`src/design/md4_pkg.sv`:
```
// ============================================================================
// MD4 single-block digest package
// Shared types, constants and per-step tables for the MD4 pipeline cells.
// ============================================================================
package md4_pkg;

    // Message and block geometry.
    localparam int unsigned WORD_W    = 32;
    localparam int unsigned MSG_WORDS = 8;
    localparam int unsigned MSG_BYTES = 32;
    localparam int unsigned LEN_W     = 5;
    localparam int unsigned LEN_WORD  = 14;
    localparam int unsigned NUM_STEPS = 48;
    localparam int unsigned STEPS_PER_ROUND = 16;

    // Stream widths: eight words plus the length, padded to whole bytes.
    localparam int unsigned S_TDATA_W = 264;
    localparam int unsigned M_TDATA_W = 128;

    // Initial chaining values and round constants.
    localparam logic [31:0] IV_A    = 32'h67452301;
    localparam logic [31:0] IV_B    = 32'hefcdab89;
    localparam logic [31:0] IV_C    = 32'h98badcfe;
    localparam logic [31:0] IV_D    = 32'h10325476;
    localparam logic [31:0] K_ROUND2 = 32'h5a827999;
    localparam logic [31:0] K_ROUND3 = 32'h6ed9eba1;
    localparam logic [7:0]  PAD_BYTE = 8'h80;

    // Round codes.
    localparam int unsigned ROUND_F = 0;
    localparam int unsigned ROUND_G = 1;
    localparam int unsigned ROUND_H = 2;

    // One item travelling down the chain: working state (word 0 is the one
    // updated next), padded message words and the byte length.
    typedef struct packed {
        logic [3:0][WORD_W-1:0]    st;
        logic [MSG_WORDS-1:0][WORD_W-1:0] blk;
        logic [LEN_W-1:0]          len;
    } item_t;

    // Index of the block word consumed by a given step.
    function automatic logic [3:0] msg_index(input int unsigned step);
        logic [3:0] i;
        logic [3:0] idx;
        i = 4'(step % STEPS_PER_ROUND);
        case (step / STEPS_PER_ROUND)
            ROUND_F: idx = i;
            ROUND_G: idx = {i[1:0], i[3:2]};
            default: idx = {i[0], i[1], i[2], i[3]};
        endcase
        return idx;
    endfunction

    // Left-rotate amount of a given step.
    function automatic logic [4:0] shift_amt(input int unsigned step);
        logic [1:0] j;
        logic [4:0] s;
        j = 2'(step % 4);
        case (step / STEPS_PER_ROUND)
            ROUND_F: begin
                case (j)
                    2'd0:    s = 5'd3;
                    2'd1:    s = 5'd7;
                    2'd2:    s = 5'd11;
                    default: s = 5'd19;
                endcase
            end
            ROUND_G: begin
                case (j)
                    2'd0:    s = 5'd3;
                    2'd1:    s = 5'd5;
                    2'd2:    s = 5'd9;
                    default: s = 5'd13;
                endcase
            end
            default: begin
                case (j)
                    2'd0:    s = 5'd3;
                    2'd1:    s = 5'd9;
                    2'd2:    s = 5'd11;
                    default: s = 5'd15;
                endcase
            end
        endcase
        return s;
    endfunction

    // Additive constant of a given step.
    function automatic logic [31:0] round_const(input int unsigned step);
        logic [31:0] k;
        case (step / STEPS_PER_ROUND)
            ROUND_F: k = 32'd0;
            ROUND_G: k = K_ROUND2;
            default: k = K_ROUND3;
        endcase
        return k;
    endfunction

endpackage

```
`src/design/md4_pad.sv`:
```
// ============================================================================
// MD4 padding cell
// First cell of the chain: masks bytes past the length, places the pad byte
// and loads the initial chaining values.
// ============================================================================
module md4_pad (
    input  logic                                   aclk,
    input  logic                                   aresetn,
    input  logic                                   in_valid,
    output logic                                   in_ready,
    input  logic [md4_pkg::MSG_WORDS-1:0][md4_pkg::WORD_W-1:0] in_words,
    input  logic [md4_pkg::LEN_W-1:0]              in_len,
    output logic                                   out_valid,
    input  logic                                   out_ready,
    output md4_pkg::item_t                         out_item
);

    logic           valid_reg;
    logic           valid_next;
    md4_pkg::item_t item_reg;
    md4_pkg::item_t item_next;

    // Build the padded message words byte by byte.
    always_comb begin
        logic [md4_pkg::LEN_W-1:0] pos;
        logic [7:0]                byte_in;
        item_next.st  = {md4_pkg::IV_D, md4_pkg::IV_C, md4_pkg::IV_B, md4_pkg::IV_A};
        item_next.len = in_len;
        item_next.blk = '0;
        for (int k = 0; k < md4_pkg::MSG_BYTES; k++) begin
            pos     = md4_pkg::LEN_W'(k);
            byte_in = in_words[k / 4][(k % 4) * 8 +: 8];
            if (pos < in_len) begin
                item_next.blk[k / 4][(k % 4) * 8 +: 8] = byte_in;
            end else if (pos == in_len) begin
                item_next.blk[k / 4][(k % 4) * 8 +: 8] = md4_pkg::PAD_BYTE;
            end else begin
                item_next.blk[k / 4][(k % 4) * 8 +: 8] = 8'd0;
            end
        end
    end

    // The cell takes a beat when empty or when its contents move on.
    assign in_ready   = !valid_reg || out_ready;
    assign valid_next = in_ready ? in_valid : valid_reg;

    always_ff @(posedge aclk) begin
        if (!aresetn) begin
            valid_reg <= 1'b0;
        end else begin
            valid_reg <= valid_next;
        end
    end

    always_ff @(posedge aclk) begin
        if (in_valid && in_ready) begin
            item_reg <= item_next;
        end
    end

    assign out_valid = valid_reg;
    assign out_item  = item_reg;

endmodule

```
`config.mk`:
```
export PLATFORM = sky130hd
export DESIGN_NAME = md4_pad
export DESIGN_NICKNAME = d
export VERILOG_FILES = /design/src/design/md4_pkg.sv /design/src/design/md4_pad.sv
export SDC_FILE = /design/constraint.sdc
export NUM_CORES = 1
export LEC_CHECK = 0
export BUFFER_PORTS_ARGS = -buffer_cell sky130_fd_sc_hd__clkbuf_2
export CORE_AREA = 2 2 255 257
export CTS_CLUSTER_SIZE = 8
export DETAILED_ROUTE_END_ITERATION = 16
export DIE_AREA = 0 0 257 259
export HOLD_SLACK_MARGIN = 0.02
export MAX_ROUTING_LAYER = met4
export SLEW_MARGIN = 5
export SYNTH_ARGS = -nofsm -noshare
export SYNTH_HDL_FRONTEND = slang
export SYNTH_SLANG_ARGS = --single-unit
```
`constraint.sdc`:
```
create_clock -name aclk -period 9.3 [get_ports aclk]
set_clock_uncertainty 0.05 [all_clocks]
set_input_delay 0.465 -clock aclk [delete_from_list [all_inputs] [get_ports aclk]]
set_output_delay 0.465 -clock aclk [all_outputs]
set_load 0.005 [all_outputs]
```
# Word-level counts from Yosys, hierarchy flattened
# Index checks and enable logic that the tools add are counted.
[totals]
wordCells = 141
ff_bits = 262
out_inout_bits = 391
[op_classes]
reduce_logical = 4
mux = 64
order_cmp = 32
n_eq_ne = 31
[op_table]
columns = ["op", "count"]
rows = [
  ["8-bit 2-to-1 mux", 64],
  ["5-bit equality test, first input constant", 16],
  ["5-bit less-than comparator, first input constant", 16],
  ["4-bit by 5-bit equality test with 1-bit output, first input constant", 8],
  ["4-bit by 5-bit less-than comparator with 1-bit output, first input constant", 8],
  ["3-bit by 5-bit equality test with 1-bit output, first input constant", 4],
  ["3-bit by 5-bit less-than comparator with 1-bit output, first input constant", 4],
  ["2-bit by 5-bit equality test with 1-bit output, first input constant", 2],
  ["1-bit by 5-bit less-than comparator with 1-bit output, first input constant", 2],
  ["2-bit by 5-bit less-than comparator with 1-bit output, first input constant", 2],
  ["1-bit by 5-bit equality test with 1-bit output, first input constant", 1],
  ["5-bit logical NOT", 1],
  ["1-bit logical AND", 1],
  ["1-bit logical NOT", 1],
  ["1-bit logical OR", 1],
]

# Depth between registers and ports, before layout
# Gate-level depths: netlist of the first run.
[logic_depth]
word_depth = 3
depth_mapped = 5
mapped_depth_nobuf = 3

# Least setup slack after synthesis of the first run
# OpenSTA, ideal clock, no wires.
[synth_path]
path_type = "in2reg"
start = "in out_ready"
end = "reg item_reg, in the netlist out_item[0] (enable)"
stages = 2
setup_time_ns = 0.647
slack_ns = 2.208
n_path_buf = 0
t_arrival_ns = 6.395
required_time_ns = 8.603
cell_sequence = "nand2b_1 -> and2_1"
[synth_between]
elab_chain_len = 2
[synth_rtl]
columns = ["element", "line_no", "rtl"]
rows = [
  ["start, declared", "md4_pad.sv:14", "input logic out_ready,"],
  ["1-bit logical OR", "md4_pad.sv:44", "assign in_ready = !valid_reg || out_ready;"],
  ["1-bit logical AND", "md4_pad.sv:56", "if (in_valid && in_ready) begin"],
  ["end signal, assigned", "md4_pad.sv:57", "item_reg <= item_next;"],
  ["end, declared", "md4_pad.sv:20", "md4_pkg::item_t item_reg;"],
]
# Every way passes these cells.
# A chain may end at the register's enable or synchronous reset.

# Worst setup path in the final report of the first run
[layout_path]
start = "reg valid_reg, in the netlist out_valid"
end = "reg item_reg, in the netlist out_item[246] (enable)"
[layout_between]
elab_chain_len = 3
[layout_rtl]
columns = ["element", "line_no", "rtl"]
rows = [
  ["start, declared", "md4_pad.sv:18", "logic valid_reg;"],
  ["start signal, assigned", "md4_pad.sv:51", "valid_reg <= valid_next;"],
  ["1-bit logical NOT", "md4_pad.sv:44", ""],
  ["1-bit logical OR", "md4_pad.sv:44", ""],
  ["1-bit logical AND", "md4_pad.sv:56", ""],
]
# Every way passes these cells.

==> qor.yml, run 1 <==
power:
  p_leak_nw: 6.54
  power_density_nw_per_um2: 193
  irDropWorstVdd_mv: 0.118
die:
  start_util_pct: 17.0
  coreArea_sq_um: 63900
  ioPinCount: 656
  dieArea_sq_um: 66600
  num_rows: 93
  die_w_um: 257
  die_h_um: 259
worst_setup_path:
  crit_path_max_fanout: 154
  reg2reg_slack_ns: 7.07
  startpoint_type: "flip-flop"
  cp.arrival_ns: 2.32
  end_kind: "flip-flop"
  crit_type: "flip-flop to flip-flop"
  slowest_delay_ns: 0.48
  cp.buffers_inverters: 1
  r2r_end: "out_item[246]"
  r2r_start: "out_valid"
  cp.required_ns: 9.39
  reg2reg_depth: 3
  path_delay_family: "simple AND/OR/NAND/NOR gates"
  path_cells: "nand2b_1, and2_4, buf_12"
  critPathSlowestCell: "and2_4"
yosys:
  synth_compound_area_share_pct: 3.12
  ys_seq_area_share_pct: 70.5
  synth_flop_cell: "edfxtp_1"
  synth_edf_count: 254
  avgSynthCellArea_sq_um: 14.4
  synthXorXnorAreaFrac_pct: 0
  async_reset_ff_share_pct: 0
  synth_seq_cells: 255
  synthAdderAreaFrac_pct: 0
  syn_area_sq_um: 10800
  synth.mux.area_fraction_pct: 0.104
  synth_top_family_by_area: "simple AND/OR/NAND/NOR gates"
  synthCells: 755
  synthSimpleGateAreaFrac_pct: 15.6
  synth_cell_types: 40
  ys.warnings.count: 0
sta:
  relSlewSlack_pct: 22.4
  period_minus_slack_ns: 2.23
  setup_viol: 0
  rsz0062_at_grt: "no"
  fmaxAchievable_ghz: 0.449
  drv_slew: 0
  fin_ws_ns: 7.07
  tns_ns: 0
  hold_viol_final: 0
  period_share_pct: 24.0
  tightest_slew_ns: 1.16
  holdWs_ns: 0.139
cts:
  clock_latency_ns: 0.52
  tritoncts.num_buffers: 38
  cts.sinks: 255
  cts_hold_buf: 0
  post_cts_resized: 0
  cts_setup_buffers: 0
  clk_pin_slew_ns: 0.05
  htree_levels: 2
  cts_root_buf: "clkbuf_16"
  clk_path_buf_depth: 3
  cts_tree: "built"
outcome:
  outcome: "finished clean"
placement:
  dp_hpwl_um: 27400
  placed_cell_area_sq_um: 13900
  port_buffers: 512
  placedCellCount: 2104
  place_congestion: 0.916
  place_ws_ns: 6.58
finish:
  layout_commonest_cell: "clkbuf_2"
  n_fill_cell: 6828
  fin_nets: 1554
  area_delta_synth_final_pct: 38.0
  drive_above_1_share_pct: 44.4
  layout_common_cells: "clkbuf_2 (512), edfxtp_1 (254), conb_1 (135)"
  stdcell_count: 2159
  fin_area_sq_um: 15000
grt:
  use_met2_pct: 17.5
  antenna_found_initial: 8
  top_usage_layer: "met2"
  track_usage_pct: 10.4
  grtUsageMet1_pct: 11.4
  grt_use_met3_pct: 3.66
  grt_pass1_vias: 7486
  grt_pass1_wl_um: 49400
  overflow: 0
  grt_max_degree: 155
worst_hold_path:
  hold_class: "input pin to flip-flop"
  min-delay-start: "aresetn"
  whs_path_depth: 2
  min_to: "out_valid"
drt:
  firstDrtPassIters: 6
  totalWireLength_um: 35600
  post_drt_wl_per_cell_um: 16.5
  drc_errors: 0
  ant_nets: 0
  viasPerCell: 3.47
  vias: 7481
  drt_iter0_drc: 530
flow_run:
  timing.max_cap.violations: 0
cell type report:
cell class              count  area, sq um  area share (%)
inverters                   6         22.5           0.151
flip-flops and latches    255         7650            51.1
well taps                 855         1070            7.15
clock inverters             5         46.3           0.309
multi-input cells         470         2550            17.0
clock buffers              43          991            6.62
diodes                      7         17.5           0.117
repair buffers            518         2620            17.5
worst max-delay path by stage:
stage	endpoint	start	slack (ns)	depth (start not counted)
2_1_floorplan	out_item[0]	out_ready	2.21	2
3_3_place_gp	out_item[20]	in_len[2]	6.62	4
3_5_place_dp	out_item[20]	in_len[2]	6.58	4
4_1_cts	out_item[18]	out_valid	7.04	3
5_1_grt	out_item[39]	out_valid	6.95	3
6_report	out_item[246]	out_valid	7.07	3
sequential cells by signal, indices dropped and copies added, names as in the netlist:
signal and flops:
out_item 254, out_valid 1
synth_stat cells (5+ instances only):
cell type	n	area, sq um
a21oi_1	11	55.1
and2_1	122	763
and3_1	16	100
buf_2	12	60.1
buf_4	138	1040
clkbuf_1	5	18.8
edfxtp_1	254	7630
inv_1	6	22.5
nand2_1	17	63.8
nor2_1	26	97.6
nor2b_1	85	532
o21a_1	12	90.1
o21ai_0	7	35.0
routing by layer:
layer	vias to the layer above	routed length (um)
met2	477	17500
li1	3415	-
met5	-	0
met3	61	3580
met1	3528	13400
met4	0	1050
where the power goes:
group	total, mW	internal [mW]	switching (mW)
Clock	1.23	0.745	0.485
Sequential	1.38	1.36	0.0215
Combinational	0.278	0.118	0.160
metrics by stage:
stage,power [mW],utilization [%]
3_5_place_dp,1.69,21.8
5_1_grt,3.02,23.4
2_1_floorplan,1.56,-
4_1_cts,2.95,23.4
6_report,2.89,23.4
3_3_place_gp,1.68,21.8
cell families after synthesis:
kind of cell	Yosys count
AO/OA/AOI/OAI	47
AND/OR/NAND/NOR	287
buffers and inverters	163
other	2
flip-flops	255
multiplexers	1
Note: power is estimated with default switching activity, not from simulation.
==> run 2: changes to the inputs <==
- CORE_AREA: 2 2 255 257 -> 2 2 256 258
- DIE_AREA: 0 0 257 259 -> 0 0 258 260
- clock period: 9.3 -> 1.8 ns (I/O delays scaled with it)
==> run 2 against run 1 <==
Against the previous run:
- first-iteration DRC count up 13%
- critical path depth up 3
- critical endpoint is now out_item[207]
- sequential share of layout area down 8.5 points
- combinational power rose to 7.5 times the previous value
- sequential power rose to 5.2 times the previous value
- worst setup slack worse by 7.0 ns
- critical path type is now input pin to flip-flop
- design area up 20%
- hold slack worse by 0.060 ns
- via count up 17%
- flip-flop and latch count unchanged
==> qor.yml, run 2 (same netlist as run 1, synthesis figures left out) <==
die:
  dieArea_sq_um: 67100
  ioPinCount: 656
  num_rows: 93
  die_w_um: 258
  coreArea_sq_um: 64100
  start_util_pct: 16.9
  die_h_um: 260
grt:
  overflow: 0
  grt_max_degree: 34
  top_usage_layer: "met2"
  grt_pass1_vias: 9177
  use_met2_pct: 19.9
  grtUsageMet1_pct: 13.1
  track_usage_pct: 11.7
  grt_use_met3_pct: 3.07
  antenna_found_initial: 7
  grt_pass1_wl_um: 57000
sta:
  holdWs_ns: 0.0795
  drv_slew: 0
  setup_viol: 0
  hold_viol_final: 0
  period_minus_slack_ns: 1.71
  period_share_pct: 95.2
  fmaxAchievable_ghz: 0.584
  tightest_slew_ns: 0.871
  rsz0062_at_grt: "no"
  relSlewSlack_pct: 41.7
outcome:
  outcome: "finished clean"
worst_hold_path:
  hold_class: "input pin to flip-flop"
cts:
  clk_pin_slew_ns: 0.05
  clock_latency_ns: 0.52
  cts_tree: "built"
  cts_root_buf: "clkbuf_16"
  cts_setup_buffers: 0
  cts.sinks: 255
  clk_path_buf_depth: 3
  tritoncts.num_buffers: 38
  htree_levels: 2
finish:
  drive_above_1_share_pct: 39.0
  layout_common_cells: "clkbuf_2 (512), dlygate4sd3_1 (255), edfxtp_1 (254)"
  n_fill_cell: 6526
  ff_latch_area_sq_um: 7650
  multi_input_area_sq_um: 2560
  area_delta_synth_final_pct: 65.7
  layout_commonest_cell: "clkbuf_2"
  fin_nets: 1852
  largest_reg_flops: 254
flow_run:
  timing.max_cap.violations: 0
drt:
  firstDrtPassIters: 5
  post_drt_wl_per_cell_um: 16.7
  drt_iter0_drc: 600
  drc_errors: 0
  totalWireLength_um: 40900
  vias: 8762
  viasPerCell: 3.57
  ant_nets: 0
worst_setup_path:
  end_kind: "flip-flop"
  cp.required_ns: 2.14
  crit_path_max_fanout: 12
  startpoint_type: "input pin"
  cp.arrival_ns: 2.05
  crit_type: "input pin to flip-flop"
power:
  irDropWorstVdd_mv: 0.595
  p_total_mw: 15.8
  p_leak_nw: 7.86
  power_density_nw_per_um2: 881
placement:
  dp_hpwl_um: 30400
  place_congestion: 0.830
  port_buffers: 512
run 2: cell types whose count changed in the layout (fill, tap and decap cells not counted), moves of 2 or more:
cell,delta
buf_12,+8
buf_4,+35
clkinv_8,-2
diode_2,-2
dlygate4sd3_1,+255
run 2: cell type report:
cell class                      count  share of cell area, %
Clock buffer                       43                   5.52
Sequential cell                   255                   42.6
Multi-Input combinational cell    470                   14.2
Clock inverter                      5                  0.376
Timing Repair Buffer              816                   31.1
Antenna cell                        5                 0.0697
Tap cell                          855                   5.96
Inverter                            6                  0.125
run 2: path summary, 6_finish.rpt:
check                 start            end  slack, ns  depth (start not counted)
hold reg to reg   out_valid  out_item[161]       0.90                          3
hold / removal    in_len[3]  out_item[196]       0.08                          3
setup reg to reg  out_valid  out_item[121]       0.29                          4
setup / recovery  in_len[2]  out_item[207]       0.09                          6
run 2: report_power, final:
part	leakage [nW]	switching (mW)	internal (mW)	total [mW]
sequential	2.53	0.120	7.01	7.13
clock	0.519	2.61	4.00	6.61
combinational	4.81	1.01	1.07	2.08
run 2: what timing repair did:
| action | 4_1_cts | 5_1_grt |
|---|---|---|
| hold buffers | 255 | 0 |
| gates resized for setup | 0 | 2 |
| setup endpoints to repair | 0 | 11 |
| endpoints found under the hold margin | 254 | 0 |
run 2: metal layers:
| metal | routed length, um | vias to the layer above |
|---|---|---|
| met5 | 0 | - |
| met4 | 1500 | 0 |
| met3 | 3350 | 73 |
| met2 | 20000 | 529 |
| met1 | 16000 | 4158 |
| li1 | - | 4002 |
run 2: critical path: stages:
cell	delay, ns
dlygate4sd3_1	0.54
clkbuf_2	0.19
buf_4	0.24
nor2_1	0.08
nor2_1	0.66
and2_1	0.24
run 2: metrics by stage:
stage / setup WS (ns) / utilization, % / instances / setup TNS (ns) / cell area [sq um]
2_1_floorplan: -0.912 / - / 888 / -231.53 / 11300
3_3_place_gp: -0.000948 / 22.4 / 2147 / -0.000948 / 14300
3_5_place_dp: -0.0262 / 22.4 / 2147 / -0.132 / 14300
4_1_cts: 0.0929 / 28.0 / 2450 / 0 / 17900
5_1_grt: 0.0243 / 28.0 / 2454 / 0 / 18000
6_report: 0.0868 / 28.0 / 2455 / 0 / 18000
