<file path="src/design/md4_pkg.sv">
// ============================================================================
// MD4 single-block digest package
// Shared types, constants and per-step tables for the MD4 pipeline cells.
// ============================================================================
package md4_pkg;

    // Message and block geometry.
    localparam int unsigned WORD_W    = 32;
    localparam int unsigned MSG_WORDS = 8;
    localparam int unsigned MSG_BYTES = 32;
    localparam int unsigned LEN_W     = 5;
    localparam int unsigned LEN_WORD  = 14;
    localparam int unsigned NUM_STEPS = 48;
    localparam int unsigned STEPS_PER_ROUND = 16;

    // Stream widths: eight words plus the length, padded to whole bytes.
    localparam int unsigned S_TDATA_W = 264;
    localparam int unsigned M_TDATA_W = 128;

    // Initial chaining values and round constants.
    localparam logic [31:0] IV_A    = 32'h67452301;
    localparam logic [31:0] IV_B    = 32'hefcdab89;
    localparam logic [31:0] IV_C    = 32'h98badcfe;
    localparam logic [31:0] IV_D    = 32'h10325476;
    localparam logic [31:0] K_ROUND2 = 32'h5a827999;
    localparam logic [31:0] K_ROUND3 = 32'h6ed9eba1;
    localparam logic [7:0]  PAD_BYTE = 8'h80;

    // Round codes.
    localparam int unsigned ROUND_F = 0;
    localparam int unsigned ROUND_G = 1;
    localparam int unsigned ROUND_H = 2;

    // One item travelling down the chain: working state (word 0 is the one
    // updated next), padded message words and the byte length.
    typedef struct packed {
        logic [3:0][WORD_W-1:0]    st;
        logic [MSG_WORDS-1:0][WORD_W-1:0] blk;
        logic [LEN_W-1:0]          len;
    } item_t;

    // Index of the block word consumed by a given step.
    function automatic logic [3:0] msg_index(input int unsigned step);
        logic [3:0] i;
        logic [3:0] idx;
        i = 4'(step % STEPS_PER_ROUND);
        case (step / STEPS_PER_ROUND)
            ROUND_F: idx = i;
            ROUND_G: idx = {i[1:0], i[3:2]};
            default: idx = {i[0], i[1], i[2], i[3]};
        endcase
        return idx;
    endfunction

    // Left-rotate amount of a given step.
    function automatic logic [4:0] shift_amt(input int unsigned step);
        logic [1:0] j;
        logic [4:0] s;
        j = 2'(step % 4);
        case (step / STEPS_PER_ROUND)
            ROUND_F: begin
                case (j)
                    2'd0:    s = 5'd3;
                    2'd1:    s = 5'd7;
                    2'd2:    s = 5'd11;
                    default: s = 5'd19;
                endcase
            end
            ROUND_G: begin
                case (j)
                    2'd0:    s = 5'd3;
                    2'd1:    s = 5'd5;
                    2'd2:    s = 5'd9;
                    default: s = 5'd13;
                endcase
            end
            default: begin
                case (j)
                    2'd0:    s = 5'd3;
                    2'd1:    s = 5'd9;
                    2'd2:    s = 5'd11;
                    default: s = 5'd15;
                endcase
            end
        endcase
        return s;
    endfunction

    // Additive constant of a given step.
    function automatic logic [31:0] round_const(input int unsigned step);
        logic [31:0] k;
        case (step / STEPS_PER_ROUND)
            ROUND_F: k = 32'd0;
            ROUND_G: k = K_ROUND2;
            default: k = K_ROUND3;
        endcase
        return k;
    endfunction

endpackage

</file>
<file path="src/design/md4_step_cell.sv">
// ============================================================================
// MD4 step cell
// One MD4 step: updates the leading state word and rotates the state so the
// next cell again updates word 0.
// ============================================================================
module md4_step_cell #(
    parameter int unsigned STEP_IDX = 0
) (
    input  logic           aclk,
    input  logic           aresetn,
    input  logic           in_valid,
    output logic           in_ready,
    input  md4_pkg::item_t in_item,
    output logic           out_valid,
    input  logic           out_ready,
    output md4_pkg::item_t out_item
);

    localparam logic [3:0]  WordIdx = md4_pkg::msg_index(STEP_IDX);
    localparam logic [4:0]  RotAmt  = md4_pkg::shift_amt(STEP_IDX);
    localparam logic [31:0] StepK   = md4_pkg::round_const(STEP_IDX);
    localparam int unsigned Round   = STEP_IDX / md4_pkg::STEPS_PER_ROUND;

    logic           valid_reg;
    logic           valid_next;
    md4_pkg::item_t item_reg;
    md4_pkg::item_t item_next;
    logic [31:0]    x_word;
    logic [31:0]    fn_val;
    logic [31:0]    sum;
    logic [31:0]    rot;

    // Block word for this step; words past the message are zero except
    // the bit-length word.
    always_comb begin
        if (WordIdx < 4'(md4_pkg::MSG_WORDS)) begin
            x_word = in_item.blk[WordIdx[2:0]];
        end else if (WordIdx == 4'(md4_pkg::LEN_WORD)) begin
            x_word = {24'd0, in_item.len, 3'd0};
        end else begin
            x_word = 32'd0;
        end
    end

    // Round function on words 1 to 3.
    always_comb begin
        case (Round)
            md4_pkg::ROUND_F: fn_val = (in_item.st[1] & in_item.st[2]) |
                                       (~in_item.st[1] & in_item.st[3]);
            md4_pkg::ROUND_G: fn_val = (in_item.st[1] & in_item.st[2]) |
                                       (in_item.st[1] & in_item.st[3]) |
                                       (in_item.st[2] & in_item.st[3]);
            default:          fn_val = in_item.st[1] ^ in_item.st[2] ^ in_item.st[3];
        endcase
    end

    // Step sum, rotate, and state rotation (a, b, c, d) -> (d, a', b, c).
    always_comb begin
        sum = in_item.st[0] + fn_val + x_word + StepK;
        rot = (sum << RotAmt) | (sum >> (6'd32 - {1'b0, RotAmt}));
        item_next       = in_item;
        item_next.st[0] = in_item.st[3];
        item_next.st[1] = rot;
        item_next.st[2] = in_item.st[1];
        item_next.st[3] = in_item.st[2];
    end

    // The cell takes a beat when empty or when its contents move on.
    assign in_ready   = !valid_reg || out_ready;
    assign valid_next = in_ready ? in_valid : valid_reg;

    always_ff @(posedge aclk) begin
        if (!aresetn) begin
            valid_reg <= 1'b0;
        end else begin
            valid_reg <= valid_next;
        end
    end

    always_ff @(posedge aclk) begin
        if (in_valid && in_ready) begin
            item_reg <= item_next;
        end
    end

    assign out_valid = valid_reg;
    assign out_item  = item_reg;

endmodule

</file>
<file path="config.mk">
export PLATFORM = sky130hd
export DESIGN_NAME = md4_step_cell
export DESIGN_NICKNAME = d
export VERILOG_FILES = /design/src/design/md4_pkg.sv /design/src/design/md4_step_cell.sv
export SDC_FILE = /design/constraint.sdc
export NUM_CORES = 1
export LEC_CHECK = 0
export BUFFER_PORTS_ARGS = -buffer_cell sky130_fd_sc_hd__buf_4
export CORE_AREA = 2 2 308 310
export CTS_CLUSTER_DIAMETER = 120
export DETAILED_ROUTE_END_ITERATION = 16
export DIE_AREA = 0 0 310 312
export GPL_ROUTABILITY_DRIVEN = 0
export PLACE_DENSITY_LB_ADDON = 0.12
export SLEW_MARGIN = 10
export SYNTH_ARGS = -nofsm -noshare
export SYNTH_HDL_FRONTEND = slang
export SYNTH_SLANG_ARGS = --single-unit
</file>
<file path="constraint.sdc">
create_clock -name aclk -period 12.6 [get_ports aclk]
set_input_delay 1.89 -clock aclk [delete_from_list [all_inputs] [get_ports aclk]]
set_output_delay 1.89 -clock aclk [all_outputs]
set_load 0.005 [all_outputs]
</file>
# After elaboration in Yosys (flattened, before gate mapping)

Index checks and enable logic that the tools add are counted.
Widths: inputs -> output; s select.

$add $sub $neg: 2
Multipliers: 0
Div/mod/pow operators: 0
Magnitude comparators: 0
Eq/ne operators: 0
Shift operators: 0
Multiplexer cells: 0
Bitwise gates (word level): 5
Reductions and logical operators: 3

Operators by type and width:

| kind              | number |
|---|---|
| $add 32x32->32    | 2 |
| $and 32x32->32    | 2 |
| $not 32->32       | 1 |
| $or 32x3->32      | 1 |
| $or 32x32->32     | 1 |
| $logic_and 1x1->1 | 1 |
| $logic_not 1->1   | 1 |
| $logic_or 1x1->1  | 1 |

Bits in registers: 390
Latch bits: 0
Bits in writable memories: 0
ROM bits: 0
Output and inout bits: 391
Logic and storage cells: 24
Memories kept: 0

# Longest topological paths before layout

Gate-level depths: netlist of run 1.

Depth in word-level cells: 6
Mapped depth: 12
Depth with buffers taken out: 12

# Worst setup path before layout of run 1

No wires, ideal clock.

Path type: input port to flip-flop
Start point: input port out_ready
End point: register item_reg, in the netlist out_item[0] (enable)
Setup time: 0.803 ns
Data arrival time: 10.850 ns
Setup slack: 0.947 ns
Stages on the path: 2
Cells stage by stage: nand2b_1 and2_1

Longest elaborated chain between the ends: 2

RTL lines:

| item                   | line                | RTL |
|---|---|---|
| start: declaration     | md4_step_cell.sv:15 | `input logic out_ready,` |
| $logic_or 1x1->1       | md4_step_cell.sv:69 | `assign in_ready = !valid_reg \|\| out_ready;` |
| $logic_and 1x1->1      | md4_step_cell.sv:81 | `if (in_valid && in_ready) begin` |
| end signal: assignment | md4_step_cell.sv:82 | `item_reg <= item_next;` |
| end: declaration       | md4_step_cell.sv:26 | `md4_pkg::item_t item_reg;` |

Every way passes these cells.
A chain may end at the register's enable or synchronous reset.

# Worst setup path after layout of run 1

Start point: input port in_item[295] (netlist name)
End point: register item_reg, in the netlist out_item[294], data pin

Longest elaborated chain between the ends: 6
Elaborated cells on any way between the ends: 7

RTL lines:

| item                           | line                | RTL |
|---|---|---|
| start: declaration             | md4_step_cell.sv:13 | `input md4_pkg::item_t in_item,` |
| $not 32->32                    | md4_step_cell.sv:49 | `(~in_item.st[1] & in_item.st[3]);` |
| $and 32x32->32                 | md4_step_cell.sv:49 |  |
| $or 32x32->32 *                | md4_step_cell.sv:48 | `md4_pkg::ROUND_F: fn_val = (in_item.st[1] & in_item.st[2]) \|` |
| $add 32x32->32 * (2 in series) | md4_step_cell.sv:59 | `sum = in_item.st[0] + fn_val + x_word + StepK;` |
| $or 32x3->32 *                 | md4_step_cell.sv:60 | `rot = (sum << RotAmt) \| (sum >> (6'd32 - {1'b0, RotAmt}));` |
| named net rot[1]               | md4_step_cell.sv:31 | `logic [31:0] rot;` |

The timed path passes the listed nets; every way through them passes the cells marked *.

==> results of run 1 <==
-- worst max-delay path, stage by stage --
cell and delay [ns]:
buf_4 0.08, mux2_2 0.35, fa_1 0.50, ha_1 0.34, a211oi_1 0.24, o21bai_1 0.15, o2111ai_1 0.58, a21oi_1 0.25
a21boi_2 0.28, o21ai_0 0.16, xor2_1 0.16
-- flip-flops by register name (all words and copies together), names as in the netlist --
register,count
out_valid,1
out_item,389
-- path summary, 6_finish.rpt --
check | startpoint | to | slack (ns) | cells past startpoint
setup / recovery | in_item[295] | out_item[294] | 7.97 | 11
hold / removal | out_valid | out_valid | 0.56 | 2
setup reg to reg | out_valid | out_item[227] | 9.35 | 4
hold reg to reg | out_valid | out_valid | 0.56 | 2
-- cell type report --
cell class,count,area (um^2)
fill,9875,69550
inverter,12,45.04
clock buffer,67,1336
tap,1254,1569
antenna,2,5.005
clock inverter,25,300.3
sequential,390,11700
multi-input combinational,278,2618
timing repair buffer,786,5926
-- cells in the mapped netlist, drive strengths merged, types with 8 or more instances --
| cell type | count | share of area [%] |
|---|---|---|
| ha | 30 | 2.6 |
| mux2 | 30 | 2.3 |
| o21bai | 8 | 0.42 |
| inv | 12 | 0.31 |
| a21oi | 32 | 1.2 |
| nand2 | 24 | 0.63 |
| nor2 | 13 | 0.34 |
| fa | 32 | 4.5 |
| xnor2 | 19 | 1.2 |
| o21ai | 15 | 0.52 |
| xor2 | 12 | 0.73 |
| edfxtp | 389 | 81 |
-- where the power goes --
part	switching, uW	internal, uW	leakage [uW]	total, uW
clock network	591	869	0.000794	1460
logic	326	311	0.00490	637
registers	28.2	1560	0.00377	1590
-- layer usage --
metal	GRT usage (%)	vias up	part of all wire, %
li1	-	4381	-
met3	5.099	63	11
met1	11.67	4758	34
met2	22.02	439	54
met5	0	-	0.044
met4	2.997	4	1.8
-- logic make-up (layout without fill, tap and decap cells) --
group | Yosys count | count (layout) | share of synthesized area [%]
flops | 390 | 390 | 81.34
compound gates | 90 | 90 | 4.497
fa+ha+maj | 62 | 62 | 7.062
simple gates | 62 | 62 | 2.174
mux | 33 | 33 | 2.557
xor+xnor | 31 | 31 | 1.887
buf+inv | 17 | 890 | 0.4870
other cells | 0 | 2 | 0
-- per-stage QoR --
stage / instance area, um^2 / util (%)
2_1_floorplan: 14390 / -
5_1_grt: 23500 / 25.25
3_3_place_gp: 21860 / 23.49
3_5_place_dp: 21860 / 23.49
6_report: 23500 / 25.26
4_1_cts: 23500 / 25.25
==> reports/metrics.cfg, run 1 <==
[status]
status = finished, final reports clean

[grt]
grt_max_degree = 144
grt_pass1_vias = 10324
grt_overflow_total = 0
antenna_found_initial = 4
grt_usage_pct = 11.74
grt_pass1_wl_um = 80260

[final_layout]
nets = 1973
layout-drive-gt1-share_pct = 57.57
final_cell_mix = buf_4, edfxtp_1, clkbuf_16
final_common_cell = buf_4
fin_cells = 2814
area_growth_pct = 63.35

[floorplanning]
core_um2 = 93050
die_w_um = 310
rows = 112
die-height_um = 312
start_util_pct = 15.46
die_area_um2 = 96720
ios = 784

[cts]
cts-buffers-inserted = 50
cts_tree = done
cts_buffer_depth = 3
clkTransAtPathRegs_ns = 0.06
cts_resized = 0
postCtsHoldBufs = 0
clk-insertion-delay-late_ns = 0.61
post_cts_buffers = 0
clock_sinks = 390
cts_root_buf = clkbuf_16
h-tree-depth = 2

[place]
hpwl_um = 47480
pre_cts_slack_ns = 7.197
io_buffers = 783
placed_cells = 2720

[critical_path]
critPathLaunchType = input pin
worstPathArrival_ns = 4.99
required_ns = 12.95
critPathKind = in2reg
path_max_fanout = 4
crit_path_end_kind = flip-flop

[timing]
fmax_ghz = 0.2160
setup_tns_ns = 0
setup_violations = 0
rsz0062_at_grt = false
slew_headroom_pct = 29.46
fin_crit_ns = 4.630
slew_viol_final = 0
finalClockSkew_ns = 0.01123
holdWs_ns = 0.5575
fin_ws_ns = 7.970
hold_viol = 0
worst_pin_slew_ns = 1.058
post-route-period-util_pct = 36.75

[logic_synthesis]
syn-cell-area_um2 = 14390
yosys_register_bits = 390
synthArstFlopShare_pct = 0
postSynthAreaPerCell_um2 = 21.00
syn_inst = 685
synth.distinct_cells = 48
yosys_warnings = 0
ys.flop_type = edfxtp_1
synth_fp_nets = 1140
yosysSeqAreaShare_pct = 81.34
synth-edff-count = 389

[detailed_routing]
vias = 9645
drc_errors = 0
postRouteAntennaNets = 0
viasPerCell = 3.428
drt_iter0_drc = 517
routed_wl_um = 59510
post_drt_wl_per_cell_um = 21.15
first_pass_iters = 5

[power_and_ir_drop]
p_leak_uw = 0.009470
power_density_nw_per_um2 = 156.9
irDropWorstVdd_v = 0.00008862
power_uw = 3687

[job]
maxCapViolCount = 0

[hold_path]
hp-class = reg2reg

Note: power is estimated with default switching activity, not from simulation.
==> inputs of run 2 (changes only) <==
--- a/config.mk
+++ b/config.mk
@@ -5,11 +5,12 @@
 export SDC_FILE = /design/constraint.sdc
 export NUM_CORES = 1
 export LEC_CHECK = 0
+export ABC_AREA = 1
 export BUFFER_PORTS_ARGS = -buffer_cell sky130_fd_sc_hd__buf_4
-export CORE_AREA = 2 2 308 310
+export CORE_AREA = 2 2 305 307
 export CTS_CLUSTER_DIAMETER = 120
 export DETAILED_ROUTE_END_ITERATION = 16
-export DIE_AREA = 0 0 310 312
+export DIE_AREA = 0 0 307 309
 export GPL_ROUTABILITY_DRIVEN = 0
 export PLACE_DENSITY_LB_ADDON = 0.12
 export SLEW_MARGIN = 10
==> constraint.sdc (replaced) <==
create_clock -name aclk -period 4.6 [get_ports aclk]
set_input_delay 0.69 -clock aclk [delete_from_list [all_inputs] [get_ports aclk]]
set_output_delay 0.69 -clock aclk [all_outputs]
set_load 0.005 [all_outputs]
==> run 2 against run 1 <==
Worst setup slack got worse by 6.2 ns. Sequential share of layout area down 1.5 points. Core utilization is 1.2 points higher. Critical path depth is 4 higher. Largest cell class unchanged. Via count increased by 10%. Sequential power grew to 2.7 times the previous value. Wire length up 8.3%.
==> reports/metrics.cfg, run 2 <==
[cts]
cts_root_buf = clkbuf_16
cts_buffer_depth = 3  ; unchanged
cts_tree = done
cts-buffers-inserted = 51  ; +2.0%
h-tree-depth = 2  ; unchanged
clkTransAtPathRegs_ns = 0.06  ; about the same
cts_resized = 0  ; unchanged
clk-insertion-delay-late_ns = 0.63  ; +0.02 ns
clock_sinks = 390  ; unchanged
postCtsHoldBufs = 0  ; unchanged
post_cts_buffers = 0  ; unchanged

[logic_synthesis]
yosys_warnings = 0  ; unchanged
yosysTopAreaCell = edfxtp_1
syn-cell-area_um2 = 15010  ; +4.3%
syn_inst = 934  ; +36%
synth_most_common_cell = edfxtp_1
synth-edff-count = 389  ; unchanged
synth_area_leaders = edfxtp_1, nand2_1, fa_1
synth_common_cells = edfxtp_1, nand2_1, inv_1, nor2_1, fa_1
ys.flop_type = edfxtp_1
yosys_register_bits = 390  ; unchanged
postSynthAreaPerCell_um2 = 16.07  ; -23%
synth_top_area_share_pct = 77.83  ; -3.4 points
synthArstFlopShare_pct = 0  ; unchanged
yosysSeqAreaShare_pct = 77.97  ; -3.4 points
synth.distinct_cells = 25  ; -48%
synth_fp_nets = 1389  ; +22%

[detailed_routing]
viasPerCell = 3.533  ; +3.1%
postRouteAntennaNets = 0  ; unchanged
routed_wl_um = 64420  ; +8.3%
vias = 10645  ; +10%
drt_iter0_drc = 661  ; +28%
first_pass_iters = 5  ; unchanged
post_drt_wl_per_cell_um = 21.38  ; +1.1%
drc_errors = 0  ; unchanged

[final_layout]
n_fill_cell = 9588  ; -2.9%
layout-drive-gt1-share_pct = 50.69  ; -6.9 points
final_cell_area_um2 = 24220  ; +3.1%
area_growth_pct = 61.38
final_cell_mix = buf_4, edfxtp_1, nand2_1
largest_reg_flops = 389  ; unchanged
final_util_pct = 26.50  ; +1.2 points
nets = 2234  ; +13%
final_common_cell = buf_4

[critical_path]
critPathLaunchType = input pin
cpPeakStageDelay_ns = 0.47  ; -0.11 ns
cp-startpoint = in_item[294]
reg2reg_from = out_valid
crit_top_cell = nand2_1
critPathSlowestCell = fa_1
worstPathArrival_ns = 3.18  ; -1.81 ns
crit_chain = buf_4 > mux2_2 > fa_1 > ha_1 > fa_1 > nand3_1 > nand3_2 > nand2_1 > nand2_2 > nand2_1 > nand2_2 > nand2_1 > nand2_1 > nand2_1 > nand2_1
crit_buf_inv = 1  ; unchanged
required_ns = 4.97  ; -7.98 ns
path_max_fanout = 4  ; unchanged
crit_path_end_kind = flip-flop
critPathKind = in2reg
crit_family = adder cells

[timing]
hold_viol = 0  ; unchanged
rsz0062_at_grt = false
finalClockSkew_ns = 0.02746  ; +0.01623 ns
worst_pin_slew_ns = 1.315  ; +0.2573 ns
setup_violations = 0  ; unchanged
slew_viol_final = 0  ; unchanged
fin_crit_ns = 2.806
post-route-period-util_pct = 61.00
fmax_ghz = 0.3564
slew_headroom_pct = 12.31  ; -17 points

[place]
hpwl_um = 52480  ; +11%
dpl-instance-area_um2 = 22510  ; +3.0%
io_buffers = 783  ; unchanged

[power_and_ir_drop]
irDropWorstVdd_v = 0.0002200  ; +150%
p_leak_uw = 0.01045  ; +10%
p_sw_share_pct = 26.66  ; +1.0 points
power_density_nw_per_um2 = 423.7  ; +170%
p_switching_uw = 2736  ; +190%
clkPwrFrac_pct = 39.7  ; about the same
power_uw = 10260  ; +180%
seqPwrFrac_pct = 42.4  ; -0.7 points
combPwrFrac_pct = 17.9  ; +0.6 points
internal_power_uw = 7526  ; +170%

[floorplanning]
die_area_um2 = 94860  ; -1.9%
die_w_um = 307  ; -0.97%
core_um2 = 91390  ; -1.8%
die-height_um = 309  ; -0.96%
rows = 111  ; -0.89%
ios = 784  ; unchanged
start_util_pct = 16.42  ; +0.96 points

[grt]
grt_pass1_wl_um = 85660  ; +6.7%
grt_usage_pct = 12.89  ; +1.2 points
grt_max_degree = 157  ; +9.0%
grt_pass1_vias = 11168  ; +8.2%
grt_overflow_total = 0  ; unchanged
antenna_found_initial = 16  ; +12

[hold_path]
hp-class = in2reg
min_from = in_item[131]

[job]
maxCapViolCount = 0  ; unchanged

[status]
status = finished, final reports clean

## run 2: cell count changes in the layout (fill, tap and decap cells not counted), sizes merged, moves of 11 or more
cell,previous run,this run
xnor2,19,0
o21ai,15,1
inv,14,110
nand3,1,28
nand2,24,220
nor2,13,40
a21oi,32,21
## run 2: path summary, 6_finish.rpt
kind	to	slack (ns)	cells after the start
setup / recovery	out_item[317]	1.79	15
hold / removal	out_item[131]	0.22	1
setup reg to reg	out_item[276]	2.51	2
hold reg to reg	out_valid	0.56	2
## run 2: logic make-up (layout without fill, tap and decap cells)
group	count (synthesis)	after routing	share of synthesized area, %
AO/OA/AOI/OAI	27	27	1.034
XOR/XNOR	16	16	0.9337
adder cells (fa/ha/maj)	62	62	6.769
buffers and inverters	108	995	2.701
flip-flops	390	390	77.97
multiplexers	31	31	2.318
other	0	6	0
AND/OR/NAND/NOR	300	300	8.279
## run 2: cell type report
| type | instances | area [um^2] | area share, % |
|---|---|---|---|
| inverters | 108 | 412.9 | 1.705 |
| flip-flops and latches | 390 | 11700 | 48.31 |
| diodes | 6 | 15.01 | 0.06199 |
| multi-input cells | 436 | 2913 | 12.03 |
| well taps | 1186 | 1484 | 6.127 |
| clock buffers | 65 | 1350 | 5.574 |
| clock inverters | 30 | 347.8 | 1.436 |
| repair buffers | 792 | 5996 | 24.76 |
## run 2: per-stage QoR
stage | worst slack [ns] | hold WS, ns | TNS (ns) | instances
global route | 1.661 | 0.1784 | 0 | 3008
global placement | 1.134 | 0.5363 | 0 | 2912
floorplan | -2.910 | 0.5552 | -1132.00 | 934
finish | 1.794 | 0.2246 | 0 | 3013
detailed placement | 1.124 | 0.5557 | 0 | 2912
CTS | 1.810 | 0.1692 | 0 | 3007
## run 2: per-layer routing
metal / global-route usage (%) / share of wire, %
met3: 5.440 / 9.6
met1: 13.08 / 34
met4: 3.483 / 1.8
met5: 0 / 0.20
met2: 24.09 / 54
## run 2: worst reg2reg max path: cells and delay by family, from the launching register on
kind / cells / cell delay, ns
compound gates: 1 / 0.40
flops: 1 / 0.34
buf+inv: 1 / 0.43
## run 2: power by group through the flow
stage	registers (uW)	clock network (uW)	logic, uW
global placement	4420	0	1910
finish	4350	4080	1830
detailed placement	4420	0	1900
floorplan	4480	0	721
CTS	4360	4250	1910
global route	4380	4370	2040
